## src/design/esm_pkg.sv

```systemverilog
// esm_pkg.sv
// shared types and constants of the ellipsoid to stiffness map
// no dependencies
package esm_pkg;

    localparam int NUM_LANES   = 3;
    localparam int AXIS_W      = 32;
    localparam int MAG_W       = 32;
    localparam int STIFF_W     = 16;
    localparam int THR_W       = 17;
    localparam int FACTOR_W    = 17;
    localparam int OUT_W       = 24;
    localparam int S_DATA_W    = NUM_LANES * AXIS_W;
    localparam int M_DATA_W    = 2 * NUM_LANES * OUT_W;
    localparam int APB_ADDR_W  = 4;
    localparam int APB_DATA_W  = 32;

    // pipeline depth outside the divider
    localparam int FRONT_STAGES      = 2;
    localparam int LANE_EXTRA_STAGES = 7;

    // register reset values
    localparam logic [STIFF_W-1:0] RST_MAX_TRANS = 16'd5000;
    localparam logic [STIFF_W-1:0] RST_MAX_ROT   = 16'd300;
    localparam logic [THR_W-1:0]   RST_LOW_THR   = 17'd6554;
    localparam logic [THR_W-1:0]   RST_HIGH_THR  = 17'd58982;

    // factor map constants
    localparam logic [FACTOR_W-1:0] FACTOR_ONE   = 17'd65536;
    localparam logic [FACTOR_W-1:0] FACTOR_FLOOR = 17'd131;
    localparam logic [FACTOR_W-1:0] FACTOR_ZERO  = 17'd0;
    localparam logic [16:0]         SLOPE_K      = 17'd124750;
    localparam logic [16:0]         BASE_K       = 17'd112475;
    // 112475 * 65536 + 50000, offset for round-half-up
    localparam logic [33:0]         LIN_C0       = 34'd7371211600;
    localparam logic [16:0]         LIN_DEN      = 17'd100000;
    // floor(2^34 / 100000)
    localparam logic [17:0]         RECIP_M      = 18'd171798;
    localparam int                  RECIP_SHIFT  = 34;
    localparam logic [OUT_W-1:0]    OUT_MAX      = 24'd16776960;

    typedef enum logic [1:0] {
        REG_MAX_TRANS,
        REG_MAX_ROT,
        REG_LOW_THR,
        REG_HIGH_THR
    } reg_idx_t;

    typedef enum logic [1:0] {
        MODE_ONE,
        MODE_FLOOR,
        MODE_LINEAR,
        MODE_ZERO
    } fmode_t;

    typedef struct packed {
        logic [STIFF_W-1:0] max_trans;
        logic [STIFF_W-1:0] max_rot;
        logic [THR_W-1:0]   low_thr;
        logic [THR_W-1:0]   high_thr;
    } cfg_t;

    typedef struct packed {
        logic [MAG_W-1:0] mag;
        logic [MAG_W-1:0] biggest;
        logic             all_zero;
    } lane_in_t;

    typedef struct packed {
        logic [OUT_W-1:0] trans;
        logic [OUT_W-1:0] rot;
    } stiff_t;

endpackage

```

## src/design/esm_out.sv

```systemverilog
// esm_out.sv
// merges the lane results into one transaction, output register plus skid entry
// depends on esm_pkg
module esm_out (
    input  logic                         aclk,
    input  logic                         aresetn,
    input  logic                         push,
    input  esm_pkg::stiff_t              lane_res [esm_pkg::NUM_LANES],
    output logic                         room,
    output logic                         m_tvalid,
    input  logic                         m_tready,
    // trans_stiff_x, trans_stiff_y, trans_stiff_z, rot_stiff_x, rot_stiff_y, rot_stiff_z
    output logic [esm_pkg::M_DATA_W-1:0] m_tdata
);
    import esm_pkg::*;

    logic [M_DATA_W-1:0] data_in;
    logic [M_DATA_W-1:0] main_data_reg, main_data_next;
    logic [M_DATA_W-1:0] skid_data_reg, skid_data_next;
    logic                main_valid_reg, main_valid_next;
    logic                skid_valid_reg, skid_valid_next;
    logic                pop;

    // pack translational fields first, then rotational
    always_comb begin
        for (int i = 0; i < NUM_LANES; i++) begin
            data_in[i*OUT_W +: OUT_W]               = lane_res[i].trans;
            data_in[(NUM_LANES+i)*OUT_W +: OUT_W]   = lane_res[i].rot;
        end
    end

    // two-entry buffer control
    always_comb begin
        pop             = main_valid_reg && m_tready;
        main_valid_next = main_valid_reg;
        skid_valid_next = skid_valid_reg;
        main_data_next  = main_data_reg;
        skid_data_next  = skid_data_reg;
        if (skid_valid_reg) begin
            if (pop) begin
                main_data_next  = skid_data_reg;
                skid_valid_next = 1'b0;
            end
        end else if (main_valid_reg && !pop) begin
            if (push) begin
                skid_data_next  = data_in;
                skid_valid_next = 1'b1;
            end
        end else begin
            main_valid_next = push;
            if (push) begin
                main_data_next = data_in;
            end
        end
    end

    always_ff @(posedge aclk) begin
        if (!aresetn) begin
            main_valid_reg <= 1'b0;
            skid_valid_reg <= 1'b0;
        end else begin
            main_valid_reg <= main_valid_next;
            skid_valid_reg <= skid_valid_next;
        end
    end

    always_ff @(posedge aclk) begin
        main_data_reg <= main_data_next;
        skid_data_reg <= skid_data_next;
    end

    assign room     = !skid_valid_reg;
    assign m_tvalid = main_valid_reg;
    assign m_tdata  = main_data_reg;

endmodule

```

## config.mk

```make
export PLATFORM = sky130hd
export DESIGN_NAME = esm_out
export DESIGN_NICKNAME = d
export VERILOG_FILES = /design/src/design/esm_pkg.sv /design/src/design/esm_out.sv
export SDC_FILE = /design/constraint.sdc
export NUM_CORES = 1
export LEC_CHECK = 0
export CORE_ASPECT_RATIO = 1.25
export CORE_UTILIZATION = 50
export CTS_CLUSTER_SIZE = 30
export DETAILED_ROUTE_END_ITERATION = 8
export DONT_BUFFER_PORTS = 1
export GPL_TIMING_DRIVEN = 0
export MAX_ROUTING_LAYER = met4
export SKIP_LAST_GASP = 1
export SLEW_MARGIN = 20
export SYNTH_ARGS = -nofsm -noshare
export SYNTH_HDL_FRONTEND = slang
export SYNTH_SLANG_ARGS = --single-unit
```

## constraint.sdc

```tcl
create_clock -name aclk -period 26 [get_ports aclk]
set_clock_uncertainty 0.05 [all_clocks]
set_input_delay 1.3 -clock aclk [delete_from_list [all_inputs] [get_ports aclk]]
set_output_delay 1.3 -clock aclk [all_outputs]
set_load 0.02 [all_outputs]
```

==> impl_metrics.toml <==
[finish]
finalNetCount = 650
final_cells = 799
final_layout_size_suffix_gt1_share_pct = 40.0
diodes = 0
fin_area_sq_um = 12400
syn_to_final_growth_pct = 13.6

[placed_design]
dp_cells = 751
place_area_sq_um = 11600
gp_congestion = 0.760
hpwl_um = 13500
port_buffers = 0

[sta]
relSlewSlack_pct = 49.8
rsz0062_at_grt = "false"
min_period_ns = 2.63
setup_viol = 0
worstMarginPinSlew_ns = 0.753
finalHoldViolations = 0
setup_tns_ns = 0
slew_violations = 0
fin_crit_sh_pct = 10.1
fmax_mhz = 380

[status]
status = "finished, final reports clean"

[clocking]
cts_root_buffer = "clkbuf_16"
cts_buffers = 28
clkTransAtPathRegs_ns = 0.06
cts_max_level = 1
ctsResizeCount = 0
cts_sinks = 290
cts_setup_buffers = 0
ctsHoldBuffers = 0
clock_path_buffers = 3
worstSkewPairLatency_ns = 0.52
cts_tree = "yes"

[drt]
vias_per_cell = 5.47
drt_first_pass_iters = 4
drt_wl_total_um = 19100
drtIter0Drc = 223
drc = 0
vias = 4369
wl_per_cell_um = 23.9
ant_nets = 0

[synth]
yosysSeqAreaShare_pct = 79.3
synth_area_sq_um = 11000
synth_ff_type = "edfxtp_1"
synth-compound-area-share_pct = 0.206
yosysMostFrequentCell = "edfxtp_1"
yosys.area.top_type = "edfxtp_1"
yosysUniqueCellTypes = 15
synth_top_area_share_pct = 78.9
syn_nets = 611
synth_top_family_by_area = "multiplexers"
muxShareOfSynthArea_pct = 18.6
yosys-top-cells-area = "edfxtp_1, mux2_4, mux2_2"
ys_seq_elements = 290
synth_commonest_cells = "edfxtp_1, mux2_4, mux2_2, buf_6"
synth-adder-area-share_pct = 0
synthArstFlopShare_pct = 0
synth_xor_area_share_pct = 0
syn_area_per_cell_sq_um = 23.7
yosys.area_share.simple_pct = 0.240
syn_inst = 463
synth_edf_count = 288
ys_warn_count = 0

[job]
drv_cap = 0

[worst_setup_path]
crit_required_ns = 24.65
crit_end = "room"
r2r_end = "skid_data_reg[115]"
worst-setup-path-type = "register to primary output"
cp-startpoint = "skid_valid_reg"
path_max_fanout = 10
start_kind = "register"
arrival_ns = 1.28
reg2reg_depth = 5
endpoint_kind = "primary output"
r2r_slack_ns = 23.69
rr_startpoint = "skid_valid_reg"

[grt]
grt_pass1_vias = 4637
grtUsageTotal_pct = 17.6
grt-ovfl-total = 0
grt_pass1_wl_um = 28700
grt_max_degree = 57
antenna_found_initial = 0

[power_and_ir_drop]
p_per_area_nw_per_um2 = 83.5
leakagePower_nw = 4.27
peakVddDrop_mv = 0.0552

[floorplan]
die_y_um = 167
start_util_pct = 51.0
ios = 294
die_area_sq_um = 22500
fp.coreArea_sq_um = 21500
die_w_um = 134
fp-row-count = 60

[hold_path]
worstHoldPathType = "register to register"
-- worst max-delay path, stage by stage (launching register included) --
cell and delay, ns:
dfxtp_1 0.31, buf_6 0.13, buf_6 0.14, inv_1 0.18
-- metal layers --
layer | part of all wire, % | global-route usage [%] | vias up
met5 | 0 | - | -
met4 | 2.3 | 5.32 | 0
met3 | 12 | 7.72 | 32
met2 | 50 | 28.2 | 213
met1 | 36 | 19.8 | 2198
li1 | - | - | 1926
-- kinds of logic (layout without fill, tap and decap cells) --
family,after synthesis,in the layout
and+or+nand+nor,4,4
DFF,290,290
buffers and inverters,20,77
muxes,145,145
AOI/OAI and AO/OA,4,4
-- stage by stage --
step	total power (W)	setup WS [ns]	hold WS, ns	utilization [%]
floorplan	0.000642	16.94	0.473	-
global placement	0.000658	13.76	0.479	52.6
detailed placement	0.000659	23.02	0.484	53.8
CTS	0.00105	23.34	0.498	58.0
global route	0.00107	23.32	0.502	58.0
finish	0.00104	23.37	0.495	58.0
-- worst min-delay path by stage --
| stage | startpoint | endpoint | slack [ns] | cells after the start |
|---|---|---|---|---|
| after floorplan | skid_data_reg[135] | m_tdata[135] | 0.47 | 1 |
| after global placement | skid_data_reg[13] | m_tdata[13] | 0.48 | 1 |
| after detailed placement | skid_data_reg[72] | m_tdata[72] | 0.48 | 1 |
| after CTS | skid_data_reg[129] | m_tdata[129] | 0.50 | 1 |
| after global routing | skid_data_reg[124] | m_tdata[124] | 0.50 | 1 |
| final | skid_data_reg[77] | m_tdata[77] | 0.50 | 1 |
-- final cells by class --
| type | instances | area (sq um) |
|---|---|---|
| fillers | 1570 | 9030 |
| flip-flops and latches | 290 | 8690 |
| multi-input cells | 153 | 2100 |
| clock buffers | 35 | 748 |
| well taps | 279 | 349 |
| repair buffers | 9 | 240 |
| plain buffers | 17 | 173 |
| clock inverters | 13 | 139 |
| inverters | 3 | 11.3 |
-- power breakdown --
part           switching (W)  internal, W  total [W]
sequential         0.0000366     0.000550   0.000587
combinational      0.0000264    0.0000345  0.0000609
clock               0.000160     0.000232   0.000392
-- cells in the final DEF, fill, tap and decap left out, drive strengths merged --
| cell | netlist | final |
|---|---|---|
| o21ai | 1 | 1 |
| clkinvlp | 0 | 1 |
| edfxtp | 288 | 288 |
| mux2i | 1 | 1 |
| bufinv | 0 | 3 |
| mux2 | 144 | 144 |
| clkinv | 0 | 9 |
| clkbuf | 0 | 35 |
| a211oi | 1 | 1 |
| inv | 3 | 3 |
| and4 | 1 | 1 |
| nand3b | 1 | 1 |
| a21oi | 2 | 2 |
| nand2 | 1 | 1 |
| buf | 17 | 26 |
| dfxtp | 2 | 2 |
| nor2b | 1 | 1 |
Power figures use the tool's default switching activity.
