===== config.mk =====
export PLATFORM = sky130hd
export DESIGN_NAME = esm_front
export DESIGN_NICKNAME = d
export VERILOG_FILES = /design/src/design/esm_pkg.sv /design/src/design/esm_front.sv
export SDC_FILE = /design/constraint.sdc
export NUM_CORES = 1
export LEC_CHECK = 0
export BUFFER_PORTS_ARGS = -buffer_cell sky130_fd_sc_hd__buf_4
export CORE_AREA = 5 5 160 162
export DETAILED_ROUTE_END_ITERATION = 8
export DIE_AREA = 0 0 165 167
export GPL_ROUTABILITY_DRIVEN = 0
export PLACE_DENSITY = 0.84
export SLEW_MARGIN = 10
export SYNTH_ARGS = -nofsm -noshare
export SYNTH_HDL_FRONTEND = slang
export SYNTH_SLANG_ARGS = --single-unit

===== constraint.sdc =====
create_clock -name aclk -period 5.4 [get_ports aclk]
set_input_delay 0.54 -clock aclk [delete_from_list [all_inputs] [get_ports aclk]]
set_output_delay 0.54 -clock aclk [all_outputs]
set_load 0.02 [all_outputs]

===== src/design/esm_pkg.sv =====
// esm_pkg.sv
// shared types and constants of the ellipsoid to stiffness map
// no dependencies
package esm_pkg;

    localparam int NUM_LANES   = 3;
    localparam int AXIS_W      = 32;
    localparam int MAG_W       = 32;
    localparam int STIFF_W     = 16;
    localparam int THR_W       = 17;
    localparam int FACTOR_W    = 17;
    localparam int OUT_W       = 24;
    localparam int S_DATA_W    = NUM_LANES * AXIS_W;
    localparam int M_DATA_W    = 2 * NUM_LANES * OUT_W;
    localparam int APB_ADDR_W  = 4;
    localparam int APB_DATA_W  = 32;

    // pipeline depth outside the divider
    localparam int FRONT_STAGES      = 2;
    localparam int LANE_EXTRA_STAGES = 7;

    // register reset values
    localparam logic [STIFF_W-1:0] RST_MAX_TRANS = 16'd5000;
    localparam logic [STIFF_W-1:0] RST_MAX_ROT   = 16'd300;
    localparam logic [THR_W-1:0]   RST_LOW_THR   = 17'd6554;
    localparam logic [THR_W-1:0]   RST_HIGH_THR  = 17'd58982;

    // factor map constants
    localparam logic [FACTOR_W-1:0] FACTOR_ONE   = 17'd65536;
    localparam logic [FACTOR_W-1:0] FACTOR_FLOOR = 17'd131;
    localparam logic [FACTOR_W-1:0] FACTOR_ZERO  = 17'd0;
    localparam logic [16:0]         SLOPE_K      = 17'd124750;
    localparam logic [16:0]         BASE_K       = 17'd112475;
    // 112475 * 65536 + 50000, offset for round-half-up
    localparam logic [33:0]         LIN_C0       = 34'd7371211600;
    localparam logic [16:0]         LIN_DEN      = 17'd100000;
    // floor(2^34 / 100000)
    localparam logic [17:0]         RECIP_M      = 18'd171798;
    localparam int                  RECIP_SHIFT  = 34;
    localparam logic [OUT_W-1:0]    OUT_MAX      = 24'd16776960;

    typedef enum logic [1:0] {
        REG_MAX_TRANS,
        REG_MAX_ROT,
        REG_LOW_THR,
        REG_HIGH_THR
    } reg_idx_t;

    typedef enum logic [1:0] {
        MODE_ONE,
        MODE_FLOOR,
        MODE_LINEAR,
        MODE_ZERO
    } fmode_t;

    typedef struct packed {
        logic [STIFF_W-1:0] max_trans;
        logic [STIFF_W-1:0] max_rot;
        logic [THR_W-1:0]   low_thr;
        logic [THR_W-1:0]   high_thr;
    } cfg_t;

    typedef struct packed {
        logic [MAG_W-1:0] mag;
        logic [MAG_W-1:0] biggest;
        logic             all_zero;
    } lane_in_t;

    typedef struct packed {
        logic [OUT_W-1:0] trans;
        logic [OUT_W-1:0] rot;
    } stiff_t;

endpackage


===== src/design/esm_front.sv =====
// esm_front.sv
// axis magnitudes and largest magnitude, two register stages
// depends on esm_pkg
module esm_front (
    input  logic                                    aclk,
    input  logic                                    en,
    input  logic [esm_pkg::S_DATA_W-1:0]            axes,
    output esm_pkg::lane_in_t                       lane_in [esm_pkg::NUM_LANES]
);
    import esm_pkg::*;

    logic [MAG_W-1:0] mag_reg  [NUM_LANES];
    logic [MAG_W-1:0] mag2_reg [NUM_LANES];
    logic [MAG_W-1:0] big_reg;
    logic             zero_reg;
    logic [MAG_W-1:0] big_xy;
    logic [MAG_W-1:0] big_next;

    // magnitude of each axis, -2^31 maps to 2^31
    always_ff @(posedge aclk) begin
        if (en) begin
            for (int i = 0; i < NUM_LANES; i++) begin
                mag_reg[i] <= axes[i*AXIS_W + AXIS_W-1]
                            ? (~axes[i*AXIS_W +: AXIS_W]) + 32'd1
                            : axes[i*AXIS_W +: AXIS_W];
            end
        end
    end

    // largest of the three
    always_comb begin
        big_xy   = (mag_reg[1] > mag_reg[0]) ? mag_reg[1] : mag_reg[0];
        big_next = (mag_reg[2] > big_xy) ? mag_reg[2] : big_xy;
    end

    always_ff @(posedge aclk) begin
        if (en) begin
            mag2_reg <= mag_reg;
            big_reg  <= big_next;
            zero_reg <= (big_next == '0);
        end
    end

    // fan out to the lanes
    always_comb begin
        for (int i = 0; i < NUM_LANES; i++) begin
            lane_in[i].mag      = mag2_reg[i];
            lane_in[i].biggest  = big_reg;
            lane_in[i].all_zero = zero_reg;
        end
    end

endmodule


==> key figures, run 1 <==
Logic synthesis
  • Synth Register Bits: 225
  • Avg Cell Area, Syn: roughly 13 um^2
  • Mapped cell area: ~12000 um^2
  • Synth Instances: 867
  • Yosys synthesis warning count: 0
  • Post-synth cell types: between 40 and 50
  • Syn Nets: around 1000
  • Register area share after synthesis: 0.5839

Power
  • Leak: ~0.0066 uW
  • Power per cell area: between 300 and 400 nW/um^2
  • Sw Ratio: 0.2812
  • Power share of the combinational group: 0.291
  • Int Pwr: 4044 uW
  • Clk pwr share: 0.300
  • Switching power: 1582 uW
  • Worst vdd ir: 0.1560 mV
  • Sequential share of power: 0.409

Routing
  • Routed vias/inst: 5.308
  • Avg WL per Cell: 19.55 um
  • Remaining DRCs: 0
  • Routed Antenna Nets: 0
  • Drt total wl: a little over 30 mm
  • Initial DRT Pass Iterations: 5
  • DR vias: between 8000 and 9000
  • Initial drt markers: roughly 600

Critical path
  • Crit path required time: about 5800 ps
  • Slowest CP cell: or4_4
  • CP arrival: just over 6000 ps
  • Crit. End Element: flop
  • Startpoint Class: flop
  • Crit path largest cell delay: 580 ps
  • Max FO, Critical Path: 8
  • Most used cell, CP: buf_4
  • Crit-path cells: ha_4 > nand4_1 > or4_4 > a21oi_4 > o31ai_4 > a22oi_4 > buf_12 > buf_4 > buf_4 > mux2_4 > inv_1 > ha_1 > nand4_1 > buf_4 > a2111oi_4 > a2111oi_2 > buf_4 > o21ai_4 > buf_4 > mux2_2 > or4_1 > or4_1 > nor2_1
  • Path type of the worst setup path: flop to flop

Die
  • Die Span Y: ~170 um
  • Rows: 57
  • CORE AREA: approximately 24000 um^2
  • Initial Util: 0.4829
  • Chip width: between 150 and 200 um
  • I/O pin count: roughly 290
  • DIE AREA: 27560 um^2

Run status
  • Outcome: finished, violations left
  • Failing checks: negative setup slack

Final layout
  • Layout cells sized above 1: 0.4465
  • Area Overhead vs Synth: 36.79%
  • Final net count: 1411
  • Finished Cell Area: between 15000 and 20000 um^2
  • ANT cells: 0
  • Sequential Area: roughly 6800 um^2
  • Multi-input logic area: 4210 um^2
  • Commonest non-fill, non-tap cell in the layout: buf_4
  • Finished Core Util: 0.6605
  • Commonest cells after routing, fill and taps aside: buf_4 (426), edfxtp_1 (225), xnor2_1 (76)
  • Filler Cell Count: 1749

STA
  • Period utilization: 1.071
  • Final WS setup: -383.8 ps
  • Slew Limit Fails: 0
  • Fin Clk Skew: between 10 and 15 ps
  • Worst slew margin: 0.2439
  • Fmax: around 0.17 GHz
  • Final min period: a little under 6000 ps
  • Least-Margin Pin Slew: approximately 1100 ps
  • Hold Vio Cnt, Final: 0
  • RSZ-0062 raised after global routing: yes
  • Setup Viol. Count Final: 1

Clock network
  • # hold bufs at CTS: 0
  • Latest clock arrival within the worst-skew pair: approximately 500 ps
  • Clock buffer depth: 3
  • Clock slew at reported path FFs: 60 ps
  • TritonCTS clock tree: yes
  • Htree depth: 1
  • Root buf cell: clkbuf_16
  • Sink Count: between 200 and 250
  • Total CTS buffers: 22

Placement
  • Area after DPL: approximately 15000 um^2
  • IO Port Bufs: 292
  • DP HPWL: 23.72 mm

GRT
  • First-pass GRT wire length: about 46 mm
  • Global-route usage over all layers: 0.2109
  • Vias in the first global route: between 8000 and 9000
  • Remaining global-route overflow: 0
  • Initial antenna violation count: 0
  • Largest net degree at the start of global routing: around 120

Worst hold path
  • Hold crit path type: input port to flop

Job
  • Max cap viols: 0
[through the flow]
| step | TNS [ps] | hold WS, ps | power [uW] | setup slack [ps] | cells |
|---|---|---|---|---|---|
| floorplan | 0 | 442.3 | 3119 | 33.51 | 867 |
| global placement | -330.5 | 488.2 | 3781 | -330.5 | 1522 |
| detailed placement | -457.7 | 486.5 | 3833 | -457.7 | 1522 |
| CTS | -244.5 | 226.9 | 5535 | -244.5 | 1563 |
| global route | -575.5 | 227.9 | 5860 | -575.5 | 1585 |
| finish | -383.8 | 245.6 | 5626 | -383.8 | 1585 |
[synth_stat cells]
library cell | number | share of area
a2111oi_0 | 2 | 0.0015
a211oi_1 | 2 | 0.0013
a21boi_0 | 1 | 0.00065
a21o_1 | 10 | 0.0065
a21oi_1 | 26 | 0.011
a221o_1 | 2 | 0.0017
a22oi_4 | 1 | 0.0018
a31oi_1 | 2 | 0.0011
and3_1 | 4 | 0.0022
buf_2 | 1 | 0.00043
buf_4 | 67 | 0.043
buf_6 | 2 | 0.0019
clkbuf_1 | 12 | 0.0039
edfxtp_1 | 225 | 0.58
ha_1 | 67 | 0.072
inv_1 | 71 | 0.023
mux2_1 | 12 | 0.012
mux2_2 | 44 | 0.043
mux2_4 | 8 | 0.010
nand2_1 | 49 | 0.016
nand2b_1 | 6 | 0.0032
nand3_1 | 7 | 0.0030
nand4_1 | 15 | 0.0081
nor2_1 | 10 | 0.0032
nor2_4 | 1 | 0.00097
nor2b_1 | 3 | 0.0016
nor3_1 | 9 | 0.0039
nor4_1 | 2 | 0.0011
nor4_4 | 1 | 0.0018
nor4b_1 | 1 | 0.00076
nor4bb_1 | 2 | 0.0017
o211ai_1 | 2 | 0.0013
o21ai_0 | 34 | 0.015
o21ai_1 | 2 | 0.00087
o31a_1 | 1 | 0.00076
o31ai_1 | 24 | 0.016
o31ai_2 | 1 | 0.0011
o41ai_1 | 9 | 0.0068
or3_1 | 18 | 0.0097
or4_1 | 23 | 0.015
or4_4 | 1 | 0.00097
xnor2_1 | 76 | 0.058
xor2_1 | 11 | 0.0083
[timing repair]
action,4_1_cts,5_1_grt
gates cloned,0,2
buffers inserted,2,20
setup endpoints to repair,1,1
pin swaps,1,20
gates resized for setup,9,49
[logic make-up (layout without fill, tap and decap cells)]
group | count (synthesis) | after routing | synth area share
buffers and inverters | 153 | 547 | 0.07277
AO/OA/AOI/OAI | 119 | 119 | 0.06693
XOR/XNOR | 87 | 87 | 0.06585
multiplexers | 64 | 64 | 0.06488
flip-flops | 225 | 225 | 0.5839
adder cells (fa/ha/maj) | 67 | 67 | 0.07245
AND/OR/NAND/NOR | 152 | 152 | 0.07321
[worst paths after layout]
path	endpoint	slack (ps)	depth (start not counted)	start
worst max register to register	zero_reg$_DFFE_PP_	-380	23	mag_reg[42]$_DFFE_PP_
worst min-delay path	mag_reg[64]$_DFFE_PP_	250	1	axes[0]
worst min register to register	lane_in[55]$_DFFE_PP_	510	0	mag_reg[22]$_DFFE_PP_
worst max-delay path	zero_reg$_DFFE_PP_	-380	23	mag_reg[42]$_DFFE_PP_
[per-layer routing]
metal,routed length [um],GRT usage,vias up
li1,-,-,3915
met4,762,0.05714,0
met1,12290,0.2703,4042
met3,2575,0.04276,57
met5,0,0,-
met2,15360,0.3633,399
[critical path, delay by kind of cell, from the launching register on]
kind                     cells  cell delay (ps)
AND/OR/NAND/NOR              6             2050
buffers and inverters        7             1050
AO/OA/AOI/OAI                6             1000
multiplexers                 2              660
adder cells (fa/ha/maj)      2              450
flip-flops                   1              430
[cell type report]
type,instances,area share
clock buffers,24,0.03660
clock inverters,15,0.01407
inverters,71,0.01684
multi-input cells,489,0.2660
flip-flops and latches,225,0.4269
well taps,324,0.02561
repair buffers,437,0.2140
[power by group through the flow]
stage	combinational, uW	sequential, uW	clock (uW)
detailed placement	1500	2330	0
global route	1750	2320	1790
finish	1640	2300	1690
CTS	1520	2300	1710
global placement	1460	2320	0
floorplan	710	2410	0
(Power assumes the default switching activity.)
==> run 2, diff against run 1 <==
--- a/config.mk
+++ b/config.mk
@@ -11,6 +11,7 @@
 export DIE_AREA = 0 0 165 167
 export GPL_ROUTABILITY_DRIVEN = 0
 export PLACE_DENSITY = 0.84
+export SKIP_LAST_GASP = 1
 export SLEW_MARGIN = 10
 export SYNTH_ARGS = -nofsm -noshare
 export SYNTH_HDL_FRONTEND = slang
==> run 2 against run 1 <==
Combinational power about the same. First-iteration DRC count decreased by 4.9%. The flow still finishes with violations (negative setup slack). Sequential power about the same. Clock skew about the same.
==> key figures, run 2 (synthesized netlist as in run 1, its figures left out) <==
Critical path
  • Crit. End Element: flop
  • Crit path largest cell delay: roughly 580 ps
  • Path type of the worst setup path: flop to flop
  • Crit path required time: ~5800 ps
  • Max FO, Critical Path: 8
  • Startpoint Class: flop
  • Crit-path cells: ha_4 > nand4_1 > or4_4 > a21oi_4 > o31ai_4 > a22oi_4 > buf_12 > buf_4 > mux2_2 > inv_1 > ha_4 > nand4_1 > buf_4 > a2111oi_4 > a2111oi_2 > buf_4 > o21ai_4 > buf_6 > mux2_2 > or4_1 > or4_1 > nor2_1
  • CP arrival: slightly above 6000 ps
  • Slowest CP cell: or4_4
  • Reg2Reg Depth: 22
  • Most used cell, CP: buf_4

STA
  • Least-Margin Pin Slew: 1153 ps
  • Final WS setup: -401.5 ps
  • Slew Limit Fails: 0
  • Final min period: around 5800 ps
  • Hold Vio Cnt, Final: 0
  • Fin Clk Skew: about 11 ps
  • Worst slew margin: 0.2235
  • RSZ-0062 raised after global routing: yes
  • Final TNS setup: -401.5 ps
  • Fmax: ~0.17 GHz
  • Setup Viol. Count Final: 1
  • Period utilization: 1.074

Job
  • Max cap viols: 0

Die
  • Rows: 57
  • CORE AREA: around 24000 um^2
  • DIE AREA: ~28000 um^2
  • Die Span Y: around 170 um
  • Initial Util: 0.4829
  • Chip width: around 170 um
  • I/O pin count: 293

Clock network
  • TritonCTS clock tree: yes
  • Htree depth: 1
  • Total CTS buffers: 22
  • Clock buffer depth: 3
  • Latest clock arrival within the worst-skew pair: around 500 ps
  • Root buf cell: clkbuf_16
  • Clock slew at reported path FFs: 60 ps
  • Sink Count: approximately 230

GRT
  • First-pass GRT wire length: about 46 mm
  • Largest net degree at the start of global routing: 118
  • Initial antenna violation count: 0
  • Vias in the first global route: approximately 8400
  • Remaining global-route overflow: 0
  • Global-route usage over all layers: 0.2107

Placement
  • Dpl cells: 1522
  • IO Port Bufs: slightly below 300
  • Area after DPL: between 10000 and 15000 um^2
  • Pre-CTS setup slack: -457.7 ps
  • DP HPWL: 23.72 mm

Final layout
  • Finished Cell Area: 15820 um^2
  • Area Overhead vs Synth: 36.72%
  • Commonest non-fill, non-tap cell in the layout: buf_4
  • ANT cells: 0
  • Layout cells sized above 1: 0.4452
  • Commonest cells after routing, fill and taps aside: buf_4 (425), edfxtp_1 (225), xnor2_1 (76)
  • Final net count: around 1400
  • Final Non-Filler Cells: 1584

Routing
  • Routed Antenna Nets: 0
  • Initial DRT Pass Iterations: 5
  • Avg WL per Cell: between 15 and 20 um
  • Routed vias/inst: around 5.3
  • Initial drt markers: between 500 and 600
  • Remaining DRCs: 0
  • DR vias: 8364
  • Drt total wl: approximately 31 mm

Worst hold path
  • Hold crit path type: input port to flop
  • Hold depth: 1

Power
  • Leak: 0.006614 uW
  • Worst vdd ir: approximately 0.16 mV
  • Power per cell area: approximately 360 nW/um^2

Run status
  • Failing checks: negative setup slack
  • Outcome: finished, violations left
[run 2: final timing paths]
check	startpoint	endpoint	slack, ps
worst max-delay path	mag_reg[42]$_DFFE_PP_	zero_reg$_DFFE_PP_	-400
worst min-delay path	axes[0]	mag_reg[64]$_DFFE_PP_	240
worst max register to register	mag_reg[42]$_DFFE_PP_	zero_reg$_DFFE_PP_	-400
worst min register to register	mag_reg[20]$_DFFE_PP_	lane_in[53]$_DFFE_PP_	500
[run 2: stage by stage]
stage            util  total power, uW  hold slack, ps
6_report       0.6602             5623           244.7
5_1_grt        0.6602             5859           227.9
4_1_cts        0.6434             5534           226.9
3_5_place_dp   0.6077             3833           486.5
3_3_place_gp   0.6077             3781           488.2
2_1_floorplan       -             3119           442.3
[run 2: layout make-up]
cell class / count / area (um^2)
Fill cell: 1753 / 8143
Sequential cell: 225 / 6756
Multi-Input combinational cell: 489 / 4210
Timing Repair Buffer: 436 / 3379
Clock buffer: 24 / 579.3
Tap cell: 324 / 405.4
Inverter: 71 / 266.5
Clock inverter: 15 / 222.7
[run 2: critical path, delay by kind of cell, from the launching register on]
family                     cells  cell delay, ps
and+or+nand+nor                6            2100
muxes                          2             710
adders and majority gates      2             450
DFF                            1             440
AOI/OAI and AO/OA              6            1020
buffers and inverters          6             940
[run 2: layer usage]
layer	wire length [um]	vias to the layer above	global-route usage
met5	0	-	0
met4	816	0	0.06040
met3	2552	58	0.04325
met2	15290	383	0.3617
met1	12310	4009	0.2695
li1	-	3914	-
[run 2: what timing repair did]
action                     in CTS  in global routing
setup endpoints to repair       1                  1
hold buffers                    0                  0
setup buffers                   2                 19
gates cloned                    0                  2
pin swaps                       1                 20
resized for setup               8                 49
[run 2: report_power, final]
part / total, uW / leakage, uW / switching (uW) / internal (uW)
sequential: 2300 / 0.00220 / 132 / 2170
combinational: 1630 / 0.00402 / 817 / 818
clock: 1690 / 0.000393 / 632 / 1060
total: 5620 / 0.00661 / 1580 / 4040
